[src/hdl/geo_pkg.sv]
// Shared widths, constants, beat types and the arctangent table of the geodetic converter.
package geo_pkg;

  // Field and datapath widths
  localparam int unsigned AngW   = 32;  // binary angle
  localparam int unsigned HW     = 28;  // height in mm
  localparam int unsigned OutW   = 34;  // ECEF coordinate in mm
  localparam int unsigned SemiW  = 33;  // semi-major axis in mm
  localparam int unsigned FlatW  = 34;  // flattening, Q40
  localparam int unsigned CfgW   = 34;  // widest register
  localparam int unsigned E2W    = 36;  // e2, Q40
  localparam int unsigned OmeW   = 41;  // 1 - e2, Q40
  localparam int unsigned XW     = 43;  // rotator vector, Q40 plus growth
  localparam int unsigned ZW     = 34;  // residual angle
  localparam int unsigned TrigW  = 33;  // sine and cosine, Q30
  localparam int unsigned SqW    = 63;  // radicand 4d
  localparam int unsigned RootW  = 32;  // square root, Q31
  localparam int unsigned QuoW   = 50;  // prime-vertical radius, Q16 mm
  localparam int unsigned PosW   = 52;  // Q16 mm positions

  // Rotator start vector: the inverse gain in Q40
  localparam logic signed [XW-1:0] X0 = XW'(64'd667681662976);

  // Configuration register indexes
  localparam logic CfgSemiMajor  = 1'b0;
  localparam logic CfgFlattening = 1'b1;

  // Arctangent of 2^-i in units of 2^-32 turn
  localparam int unsigned AtanLen = 48;
  localparam logic [31:0] AtanTab [AtanLen] = '{
    32'd536870912, 32'd316933406, 32'd167458907, 32'd85004756, 32'd42667331,
    32'd21354465, 32'd10679838, 32'd5340245, 32'd2670163, 32'd1335087,
    32'd667544, 32'd333772, 32'd166886, 32'd83443, 32'd41722, 32'd20861,
    32'd10430, 32'd5215, 32'd2608, 32'd1304, 32'd652, 32'd326, 32'd163,
    32'd81, 32'd41, 32'd20, 32'd10, 32'd5, 32'd3, 32'd1, 32'd1, 32'd0,
    32'd0, 32'd0, 32'd0, 32'd0, 32'd0, 32'd0, 32'd0, 32'd0, 32'd0, 32'd0,
    32'd0, 32'd0, 32'd0, 32'd0, 32'd0, 32'd0
  };

  // One rotator lane
  typedef struct packed {
    logic signed [XW-1:0] x;
    logic signed [XW-1:0] y;
    logic signed [ZW-1:0] z;
  } rot_t;

  // Data riding along the rotator row
  typedef struct packed {
    logic                 flip_lat;
    logic                 flip_lon;
    logic signed [HW-1:0] h;
  } tag_t;

  // Square root cell beat
  typedef struct packed {
    logic [SqW-1:0]   rem;
    logic [RootW-1:0] root;
  } sqrt_t;

  // Divider cell beat
  typedef struct packed {
    logic [RootW-1:0] rem;
    logic [RootW-1:0] den;
    logic [QuoW-1:0]  quo;
    logic [2:0]       abits;
  } div_t;

  // Trig results and height carried past the radius unit
  typedef struct packed {
    logic signed [TrigW-1:0] sl;
    logic signed [TrigW-1:0] cl;
    logic signed [TrigW-1:0] so;
    logic signed [TrigW-1:0] co;
    logic signed [HW-1:0]    h;
  } side_t;

endpackage

[src/hdl/geo_sqrt_cell.sv]
// One root bit of the pipelined integer square root.
module geo_sqrt_cell #(
  parameter int unsigned Bit = 0
) (
  input  logic            clk_i,
  input  logic            rst_ni,
  input  logic            valid_i,
  input  geo_pkg::sqrt_t  sq_i,
  output logic            valid_o,
  output geo_pkg::sqrt_t  sq_o
);
  import geo_pkg::*;

  localparam int unsigned TW = SqW + 2;

  logic          valid_q;
  logic [TW-1:0] trial, rem_x;
  sqrt_t         sq_d, sq_q;

  // Keep the bit when (root + 2^Bit)^2 still fits under the radicand
  always_comb begin
    trial = (TW'(sq_i.root) << (Bit + 1)) + (TW'(1) << (2 * Bit));
    rem_x = TW'(sq_i.rem);
    sq_d  = sq_i;
    if (rem_x >= trial) begin
      sq_d.rem  = sq_i.rem - trial[SqW-1:0];
      sq_d.root = sq_i.root | (RootW'(1) << Bit);
    end
  end

  always_ff @(posedge clk_i or negedge rst_ni) begin
    if (!rst_ni) begin
      valid_q <= 1'b0;
    end else begin
      valid_q <= valid_i;
    end
  end

  always_ff @(posedge clk_i) begin
    sq_q <= sq_d;
  end

  assign valid_o = valid_q;
  assign sq_o    = sq_q;

endmodule

[config.mk]
export PLATFORM = sky130hd
export DESIGN_NAME = geo_sqrt_cell
export DESIGN_NICKNAME = d
export VERILOG_FILES = /design/src/hdl/geo_pkg.sv /design/src/hdl/geo_sqrt_cell.sv
export SDC_FILE = /design/constraint.sdc
export NUM_CORES = 1
export LEC_CHECK = 0
export ABC_CLOCK_PERIOD_IN_PS = 1100
export BUFFER_PORTS_ARGS = -buffer_cell sky130_fd_sc_hd__buf_4
export CORE_MARGIN = 2
export CORE_UTILIZATION = 54
export DETAILED_ROUTE_END_ITERATION = 6
export PLACE_DENSITY = 0.89
export SYNTH_ARGS = -nofsm -noshare
export SYNTH_HDL_FRONTEND = slang
export SYNTH_SLANG_ARGS = --single-unit
[constraint.sdc]
create_clock -name clk_i -period 1.1 [get_ports clk_i]
set_clock_uncertainty 0.05 [all_clocks]
set_input_delay 0.055 -clock clk_i [delete_from_list [all_inputs] [get_ports clk_i]]
set_output_delay 0.055 -clock clk_i [all_outputs]
set_load 0.02 [all_outputs]
==> flow_metrics.py, run 1 <==
metrics = {
    "run_status": {
        "outcome": "did not finish",
        "stop_stage": "clock tree synthesis (4_1_cts)",
        "run.stop_error": "[ERROR DPL-0038] Utilization greater than 100%, impossible to legalize",
    },
    "placement": {
        "placed_cells_incl_taps": 1097,
        "port_buffers": 193,
        "dpl-instance-area_sq_um": 8260,
        "post-dp-hpwl_um": 16900,
        "preCtsSetupSlack_ps": -1800,
        "gp_routability_congestion": 1.02,
    },
    "synthesis": {
        "synth-seq-cells": 96,
        "number_of_enable_flip_flop_cells_after_synthesis": 0,
        "synth_warnings": 0,
        "post_synth_instance_area_sq_um": 5240,
        "synth_cells": 628,
        "yosys.cell_types.count": 56,
        "leading_cell_types_by_total_area_after_synthesis": "sky130_fd_sc_hd__dfxtp_1 36%, sky130_fd_sc_hd__ha_1 7.9%, sky130_fd_sc_hd__a21oi_1 5.8%, sky130_fd_sc_hd__xnor2_1 5.5%, sky130_fd_sc_hd__nor2_1 4.2%",
        "synth-main-ff-cell": "sky130_fd_sc_hd__dfxtp_1",
        "ys_async_sr_fraction": 0.0104,
        "seq_area_frac_synth": 0.368,
        "yosysTopAreaCellShare": 0.363,
        "synth_largest_area_cell": "sky130_fd_sc_hd__dfxtp_1",
        "synthesis.nets": 760,
        "syn_area_per_cell_sq_um": 8.34,
    },
    "clock_network": {
        "postCtsSetupRepairBufs": 33,
        "numCtsBuffers": 9,
        "cts-resized-gates": 199,
        "clkSinkCount": 96,
        "cts_hold_buf": 93,
        "clock_tree.buffer_depth": 2,
        "cts-root-buf": "sky130_fd_sc_hd__clkbuf_8",
        "htree_levels": 3,
    },
    "die": {
        "ioPinCount": 194,
        "fp.dieH_um": 102,
        "initial_standard_cell_utilization_of_the_core": 0.562,
        "rows": 35,
        "fp.dieW_um": 102,
    },
}
==> metrics by stage <==
step	setup TNS (ps)	hold slack [ps]
2_1_floorplan	-77280	-291
3_3_place_gp	-96320	-219
3_5_place_dp	-106920	-217
==> kinds of logic after synthesis <==
family                     after synthesis  synth area share
xor gates and xnor gates                56            0.0936
DFF                                     96             0.368
buffers and inverters                   72            0.0561
muxes                                    1           0.00191
and+or+nand+nor                        212             0.218
AOI/OAI and AO/OA                      157             0.180
adders and majority gates               34            0.0826
==> cell usage after synthesis, types with 11 or more instances <==
master / n
sky130_fd_sc_hd__xnor2_1: 33
sky130_fd_sc_hd__inv_1: 47
sky130_fd_sc_hd__nor2_1: 58
sky130_fd_sc_hd__dfxtp_1: 95
sky130_fd_sc_hd__o21ai_0: 33
sky130_fd_sc_hd__xor2_1: 23
sky130_fd_sc_hd__nand4_1: 16
sky130_fd_sc_hd__nand2_1: 44
sky130_fd_sc_hd__a21oi_1: 61
sky130_fd_sc_hd__nor3_1: 23
sky130_fd_sc_hd__nand3_1: 11
sky130_fd_sc_hd__ha_1: 33
sky130_fd_sc_hd__clkbuf_1: 15
==> inputs of run 2 (changes only) <==
- CORE_UTILIZATION: 54 -> 40
- PLACE_DENSITY: 0.89 -> default
- PLACE_DENSITY_LB_ADDON: default -> 0.15
==> flow_metrics.py, run 2 <==
metrics = {
    "grt": {
        "total_routing_resource_utilization_after_global_routing": 0.312,
        "globalRouteOverflowTotal": 0,
        "antenna_violations_before_repair": 0,
        "met3_usage": 0.0589,
        "globalRouteMet1Util": 0.368,
        "grt_max_degree": 33,
        "wire_length_of_the_first_global_routing_pass_um": 35300,
        "grt_pass1_vias": 7080,
        "top_usage_layer": "met2",
        "grt.met2_usage": 0.552,
    },
    "power": {
        "cellLeakagePower_nw": 5.01,
        "cellPowerDensity_nw_per_um2": 1100,
        "ir_drop_uv": 850,
        "report.power.total_mw": 12.2,
    },
    "sta": {
        "rsz0062_at_grt": "yes",
        "minimum_setup_slack_in_the_final_design_ps": -1230,
        "drv_slew": 0,
        "whs_ps": -20.0,
        "finalSetupViolations": 64,
        "timing.slew.headroom": 0.595,
        "period_minus_slack_ps": 2330,
        "final_hold_viol_count": 1,
        "finalSetupTns_ps": -71820,
        "timing.fmax_mhz": 429,
        "timing_worst_slew_pin_value_ps": 602,
        "layout_worst_path_cycle_share": 2.12,
    },
    "synthesis": {
        "synthMuxAreaShare": 0.00191,
        "synth_largest_area_cell": "sky130_fd_sc_hd__dfxtp_1",
        "synth-simple-area-share": 0.218,
        "synth_cells": 628,
        "ys_async_sr_fraction": 0.0104,
        "synth_warnings": 0,
        "synth_compound_gate_area_share": 0.180,
        "seq_area_frac_synth": 0.368,
        "dominant_combinational_cell_family_by_area_after_synthesis": "simple AND/OR/NAND/NOR gates",
        "ys_top_cells_by_count": "95 x sky130_fd_sc_hd__dfxtp_1, 61 x sky130_fd_sc_hd__a21oi_1, 58 x sky130_fd_sc_hd__nor2_1",
        "syn_area_per_cell_sq_um": 8.34,
        "yosys.cell_types.count": 56,
        "synth-main-ff-cell": "sky130_fd_sc_hd__dfxtp_1",
        "leading_cell_types_by_total_area_after_synthesis": "sky130_fd_sc_hd__dfxtp_1 36%, sky130_fd_sc_hd__ha_1 7.9%, sky130_fd_sc_hd__a21oi_1 5.8%, sky130_fd_sc_hd__xnor2_1 5.5%, sky130_fd_sc_hd__nor2_1 4.2%",
        "synthAdderAreaFrac": 0.0826,
        "yosysTopAreaCellShare": 0.363,
        "xor_and_xnor_fraction_of_the_mapped_netlist_area": 0.0936,
        "synthesis.nets": 760,
        "number_of_enable_flip_flop_cells_after_synthesis": 0,
        "synth_most_common_cell": "sky130_fd_sc_hd__dfxtp_1",
        "synth-seq-cells": 96,
        "post_synth_instance_area_sq_um": 5240,
    },
    "cells_and_area": {
        "areaGrowthSynthToFinish_pct": 112,
        "mostFrequentLayoutCell": "sky130_fd_sc_hd__buf_4",
        "postLayoutCellArea_sq_um": 11100,
        "sequential_cell_area_in_the_final_layout_sq_um": 1930,
        "finalNetCount": 1260,
        "antenna_cells": 0,
        "most_frequent_cells_in_the_layout": "373 x sky130_fd_sc_hd__buf_4, 95 x sky130_fd_sc_hd__dfxtp_1, 91 x sky130_fd_sc_hd__dlygate4sd3_1",
        "num-fill-cells": 649,
        "drive_gt1_frac": 0.527,
        "finalCoreUtilization": 0.871,
        "number_of_flip_flops_in_the_largest_register": 95,
        "multiInputGateArea_sq_um": 4060,
    },
    "flow_run": {
        "cap_viol_max_count": 0,
    },
    "die": {
        "initial_standard_cell_utilization_of_the_core": 0.412,
        "fp.dieH_um": 118,
        "ioPinCount": 194,
        "fp.dieW_um": 118,
        "core_area_sq_um": 12700,
        "rows": 41,
        "floorplan.die_area_sq_um": 14000,
    },
    "min_path": {
        "min-delay-path-class": "in -> reg",
        "min_delay_path_depth": 3,
    },
    "clock_network": {
        "clkSinkCount": 96,
        "htree_levels": 3,
        "clock_tree.buffer_depth": 2,
        "cts-root-buf": "sky130_fd_sc_hd__clkbuf_16",
        "cts_hold_buf": 91,
        "numCtsBuffers": 9,
        "tritoncts_clock_tree": "built",
        "clkTransAtPathRegs_ps": 80,
    },
    "detailed_routing": {
        "post_drt_wl_per_cell_um": 19.4,
        "avgViaCountPerCell": 5.43,
        "drt.antenna.violating_nets": 0,
        "detail_route.first_pass.iterations": 5,
        "dr_total_vias": 7090,
        "dr.first_iter.drc_count": 446,
        "drt_wirelength_um": 25300,
        "route.detailed.drc": 0,
    },
    "setup_path": {
        "worstPathMaxFanout": 6,
        "arrival_ps": 2550,
        "crit_start": "sq_i[82]",
        "worstSetupStartpointType": "input pin",
        "setup.worst_path.class": "in -> reg",
        "critPathCapture": "sq_o[82]$_DFF_P_",
        "critPathRequiredTime_ps": 1310,
        "end_kind": "flop",
    },
    "placement": {
        "post-dp-hpwl_um": 14300,
        "dpl-instance-area_sq_um": 8440,
        "preCtsSetupSlack_ps": -1780,
        "port_buffers": 193,
        "gp_routability_congestion": 0.899,
    },
    "run_status": {
        "outcome": "complete, but fails checks",
        "violated_checks": "negative hold slack, negative setup slack",
    },
}
## run 2: cell counts after synthesis
Identical to the previous run, type by type.
## run 2: area by class of cell
type                    count  area share
flip-flops and latches     96       0.174
inverters                  47      0.0200
clock buffers              11      0.0210
multi-input cells         461       0.366
well taps                 172      0.0194
clock inverters             5     0.00508
repair buffers            513       0.394
## run 2: per-layer routing
layer,vias up,share of wire
met5,-,0
met4,0,0.045
met3,91,0.065
met2,399,0.51
met1,3376,0.38
li1,3224,-
## run 2: worst min path at each step
stage,start,to
CTS,sq_i[69],sq_o[69]$_DFF_P_
global placement,rst_ni,valid_o$_DFF_PN0_
finish,sq_i[69],sq_o[69]$_DFF_P_
detailed placement,rst_ni,valid_o$_DFF_PN0_
floorplan,rst_ni,valid_o$_DFF_PN0_
global route,sq_i[69],sq_o[69]$_DFF_P_
## run 2: through the flow
stage / hold WS, ps / std cells
6_report: -20.0 / 1305
4_1_cts: -33.9 / 1285
3_3_place_gp: -220 / 1159
3_5_place_dp: -217 / 1159
5_1_grt: -24.2 / 1305
2_1_floorplan: -291 / 628
## run 2: repair_timing
item	4_1_cts	5_1_grt
setup endpoints to repair	64	64
setup buffers	22	16
gates resized for setup	136	95
pin swaps	55	46
gates cloned	0	5
endpoints found under the hold margin	91	1
## run 2: power by group
part           internal (mW)  switching (mW)
logic                   2.51            2.39
clock network           1.77            1.47
registers               3.88           0.139
## run 2: logic make-up after synthesis
group | Yosys count
AOI/OAI and AO/OA | 157
xor gates and xnor gates | 56
adders and majority gates | 34
buffers and inverters | 72
DFF | 96
muxes | 1
and+or+nand+nor | 212
## run 2: critical path, cell delays in order
cell and delay, ps:
sky130_fd_sc_hd__buf_6 100, sky130_fd_sc_hd__or4_4 540, sky130_fd_sc_hd__or4b_4 590, sky130_fd_sc_hd__nor4_4 320, sky130_fd_sc_hd__and3_4 250, sky130_fd_sc_hd__buf_6 150
sky130_fd_sc_hd__nand2_8 100, sky130_fd_sc_hd__clkbuf_16 190, sky130_fd_sc_hd__nand3_2 70, sky130_fd_sc_hd__xnor2_1 170
(Power assumes the default switching activity.)
==> inputs of run 3 (changes only) <==
- ABC_AREA: default -> 1
==> flow_metrics.py, run 3 <==
metrics = {
    "run_status": {
        "outcome": "complete, but fails checks",
        "violated_checks": "negative setup slack",
    },
    "placement": {
        "post-dp-hpwl_um": 21000,
        "port_buffers": 193,
        "placed_cells_incl_taps": 1738,
        "dpl-instance-area_sq_um": 10300,
        "preCtsSetupSlack_ps": -1020,
        "gp_routability_congestion": 0.937,
    },
    "synthesis": {
        "synth-main-ff-cell": "sky130_fd_sc_hd__dfxtp_1",
        "synth_warnings": 0,
        "ys_async_sr_fraction": 0.0104,
        "seq_area_frac_synth": 0.287,
        "yosys.cell_types.count": 31,
        "synth_cells": 1136,
        "yosysTopAreaCellShare": 0.283,
        "synth-seq-cells": 96,
        "synth_largest_area_cell": "sky130_fd_sc_hd__dfxtp_1",
        "synth_most_common_cell": "sky130_fd_sc_hd__nand2_1",
        "leading_cell_types_by_total_area_after_synthesis": "sky130_fd_sc_hd__dfxtp_1 28%, sky130_fd_sc_hd__nand2_1 24%, sky130_fd_sc_hd__inv_1 13%, sky130_fd_sc_hd__ha_1 6.1%, sky130_fd_sc_hd__nor2_1 6.1%",
        "ys_top_cells_by_count": "428 x sky130_fd_sc_hd__nand2_1, 228 x sky130_fd_sc_hd__inv_1, 110 x sky130_fd_sc_hd__nor2_1",
        "post_synth_instance_area_sq_um": 6720,
        "syn_area_per_cell_sq_um": 5.91,
        "synthesis.nets": 1268,
        "number_of_enable_flip_flop_cells_after_synthesis": 0,
    },
    "die": {
        "ioPinCount": 194,
        "rows": 47,
        "initial_standard_cell_utilization_of_the_core": 0.406,
        "fp.dieH_um": 134,
        "fp.dieW_um": 134,
        "floorplan.die_area_sq_um": 17800,
        "core_area_sq_um": 16500,
    },
    "setup_path": {
        "arrival_ps": 1920,
        "critPathRequiredTime_ps": 1330,
        "end_kind": "flop",
        "worstPathMaxFanout": 7,
        "crit_start": "sq_i[25]",
        "setup.worst_path.class": "in -> reg",
        "worstSetupStartpointType": "input pin",
    },
    "cells_and_area": {
        "mostFrequentLayoutCell": "sky130_fd_sc_hd__buf_4",
        "postLayoutCellArea_sq_um": 13200,
        "antenna_cells": 0,
        "most_frequent_cells_in_the_layout": "399 x sky130_fd_sc_hd__buf_4, 314 x sky130_fd_sc_hd__nand2_1, 189 x sky130_fd_sc_hd__inv_1",
        "areaGrowthSynthToFinish_pct": 97.2,
        "number_of_flip_flops_in_the_largest_register": 95,
        "drive_gt1_frac": 0.480,
        "finish.cell_count_without_fillers": 1891,
        "finalNetCount": 1799,
    },
    "grt": {
        "grt_max_degree": 16,
        "total_routing_resource_utilization_after_global_routing": 0.333,
        "grt_pass1_vias": 9184,
        "wire_length_of_the_first_global_routing_pass_um": 46400,
        "antenna_violations_before_repair": 0,
        "globalRouteOverflowTotal": 0,
    },
    "clock_network": {
        "clkSinkCount": 96,
        "cts-root-buf": "sky130_fd_sc_hd__clkbuf_16",
        "htree_levels": 3,
        "clkTransAtPathRegs_ps": 70,
        "tritoncts_clock_tree": "built",
        "clock_tree.buffer_depth": 2,
        "numCtsBuffers": 9,
    },
    "detailed_routing": {
        "avgViaCountPerCell": 4.94,
        "detail_route.first_pass.iterations": 6,
        "post_drt_wl_per_cell_um": 17.1,
        "dr.first_iter.drc_count": 690,
        "drt.antenna.violating_nets": 0,
        "dr_total_vias": 9339,
        "drt_wirelength_um": 32300,
        "route.detailed.drc": 0,
    },
    "min_path": {
        "min-delay-start": "sq_i[84]",
        "min_delay_path_depth": 4,
        "worst_hold_path.endpoint": "sq_o[84]$_DFF_P_",
        "min-delay-path-class": "in -> reg",
    },
    "power": {
        "cellPowerDensity_nw_per_um2": 973,
        "report.power.total_mw": 12.9,
        "cellLeakagePower_nw": 6.74,
        "ir_drop_uv": 738,
    },
    "sta": {
        "final_hold_viol_count": 0,
        "timing_worst_slew_pin_value_ps": 334,
        "rsz0062_at_grt": "yes",
        "finalSetupTns_ps": -32910,
        "timing.slew.headroom": 0.777,
        "finalSetupViolations": 64,
        "timing.fmax_mhz": 593,
        "drv_slew": 0,
        "minimum_setup_slack_in_the_final_design_ps": -587,
        "period_minus_slack_ps": 1690,
        "layout_worst_path_cycle_share": 1.53,
    },
    "flow_run": {
        "cap_viol_max_count": 0,
    },
}
==> run 3: changes by cell type in the layout (fill, tap and decap cells not counted), sizes merged, moves of 10 or more <==
| cell | delta |
|---|---|
| a21oi | -10 |
| o21ai | -12 |
| buf | +27 |
| inv | +185 |
| xnor2 | -17 |
| nand3 | +54 |
| nor3 | -10 |
| xor2 | -11 |
| nor2 | +61 |
| or3 | -12 |
| nand2 | +391 |
==> run 3: routing by layer <==
| metal | share of wire | global-route usage |
|---|---|---|
| met1 | 0.40 | 0.409 |
| met3 | 0.063 | 0.0506 |
| met5 | 0 | 0 |
| met4 | 0.048 | 0.119 |
| met2 | 0.49 | 0.589 |
==> run 3: kinds of logic (layout without fill, tap and decap cells) <==
group                      count (synthesis)  in the layout  share of synthesized area
DFF                                       96             96                      0.287
and+or+nand+nor                          656            656                      0.400
buffers and inverters                    242            777                      0.140
xor gates and xnor gates                  28             28                     0.0365
AOI/OAI and AO/OA                         80             80                     0.0719
adders and majority gates                 34             34                     0.0645
==> run 3: area by class of cell <==
type | count | area (sq um)
Multi-Input combinational cell | 798 | 5340
Clock buffer | 11 | 233
Inverter | 233 | 902
Timing Repair Buffer | 529 | 4520
Clock inverter | 4 | 47.5
Tap cell | 220 | 275
Fill cell | 1145 | 3280
Sequential cell | 96 | 1930
==> run 3: report_power, final <==
| part | switching [mW] | leakage [nW] | internal [mW] |
|---|---|---|---|
| clock | 1.43 | 0.135 | 1.75 |
| sequential | 0.122 | 0.813 | 3.88 |
| combinational | 2.99 | 5.79 | 2.73 |
==> run 3: repair_timing <==
action,in CTS,in global routing
pin swaps,50,47
endpoints found under the hold margin,82,2
setup buffers,42,8
cloned,6,1
gates resized for setup,254,137
hold buffers,81,2
setup endpoints to repair,64,64
==> run 3: worst max path at each step <==
stage / to / slack [ps] / cells past startpoint
after global routing: sq_o[47]$_DFF_P_ / -650 / 17
after global placement: sq_o[68]$_DFF_P_ / -1000 / 14
after detailed placement: sq_o[68]$_DFF_P_ / -1020 / 14
after CTS: sq_o[35]$_DFF_P_ / -410 / 17
after floorplan: sq_o[0]$_SDFF_PP1_ / -600 / 13
final: sq_o[48]$_DFF_P_ / -590 / 19
==> run 3: stage by stage <==
| step | util | hold WS, ps |
|---|---|---|
| floorplan | - | -291 |
| global placement | 0.624 | -219 |
| detailed placement | 0.624 | -219 |
| CTS | 0.769 | -119 |
| global route | 0.801 | 47.2 |
| finish | 0.801 | 26.4 |
==> run 3: worst max-delay path: stages <==
cell and delay (ps):
sky130_fd_sc_hd__buf_6 100, sky130_fd_sc_hd__inv_4 70, sky130_fd_sc_hd__ha_4 230, sky130_fd_sc_hd__buf_6 140, sky130_fd_sc_hd__nand2_8 80, sky130_fd_sc_hd__inv_2 50, sky130_fd_sc_hd__nand2_2 70, sky130_fd_sc_hd__nand2_2 70
sky130_fd_sc_hd__nand2_2 80, sky130_fd_sc_hd__nand2_2 70, sky130_fd_sc_hd__a21oi_2 130, sky130_fd_sc_hd__nand2_2 90, sky130_fd_sc_hd__nand2_2 90, sky130_fd_sc_hd__nand2_4 80, sky130_fd_sc_hd__inv_8 90, sky130_fd_sc_hd__buf_6 130
sky130_fd_sc_hd__buf_12 140, sky130_fd_sc_hd__nand2_2 70, sky130_fd_sc_hd__o21ai_2 60
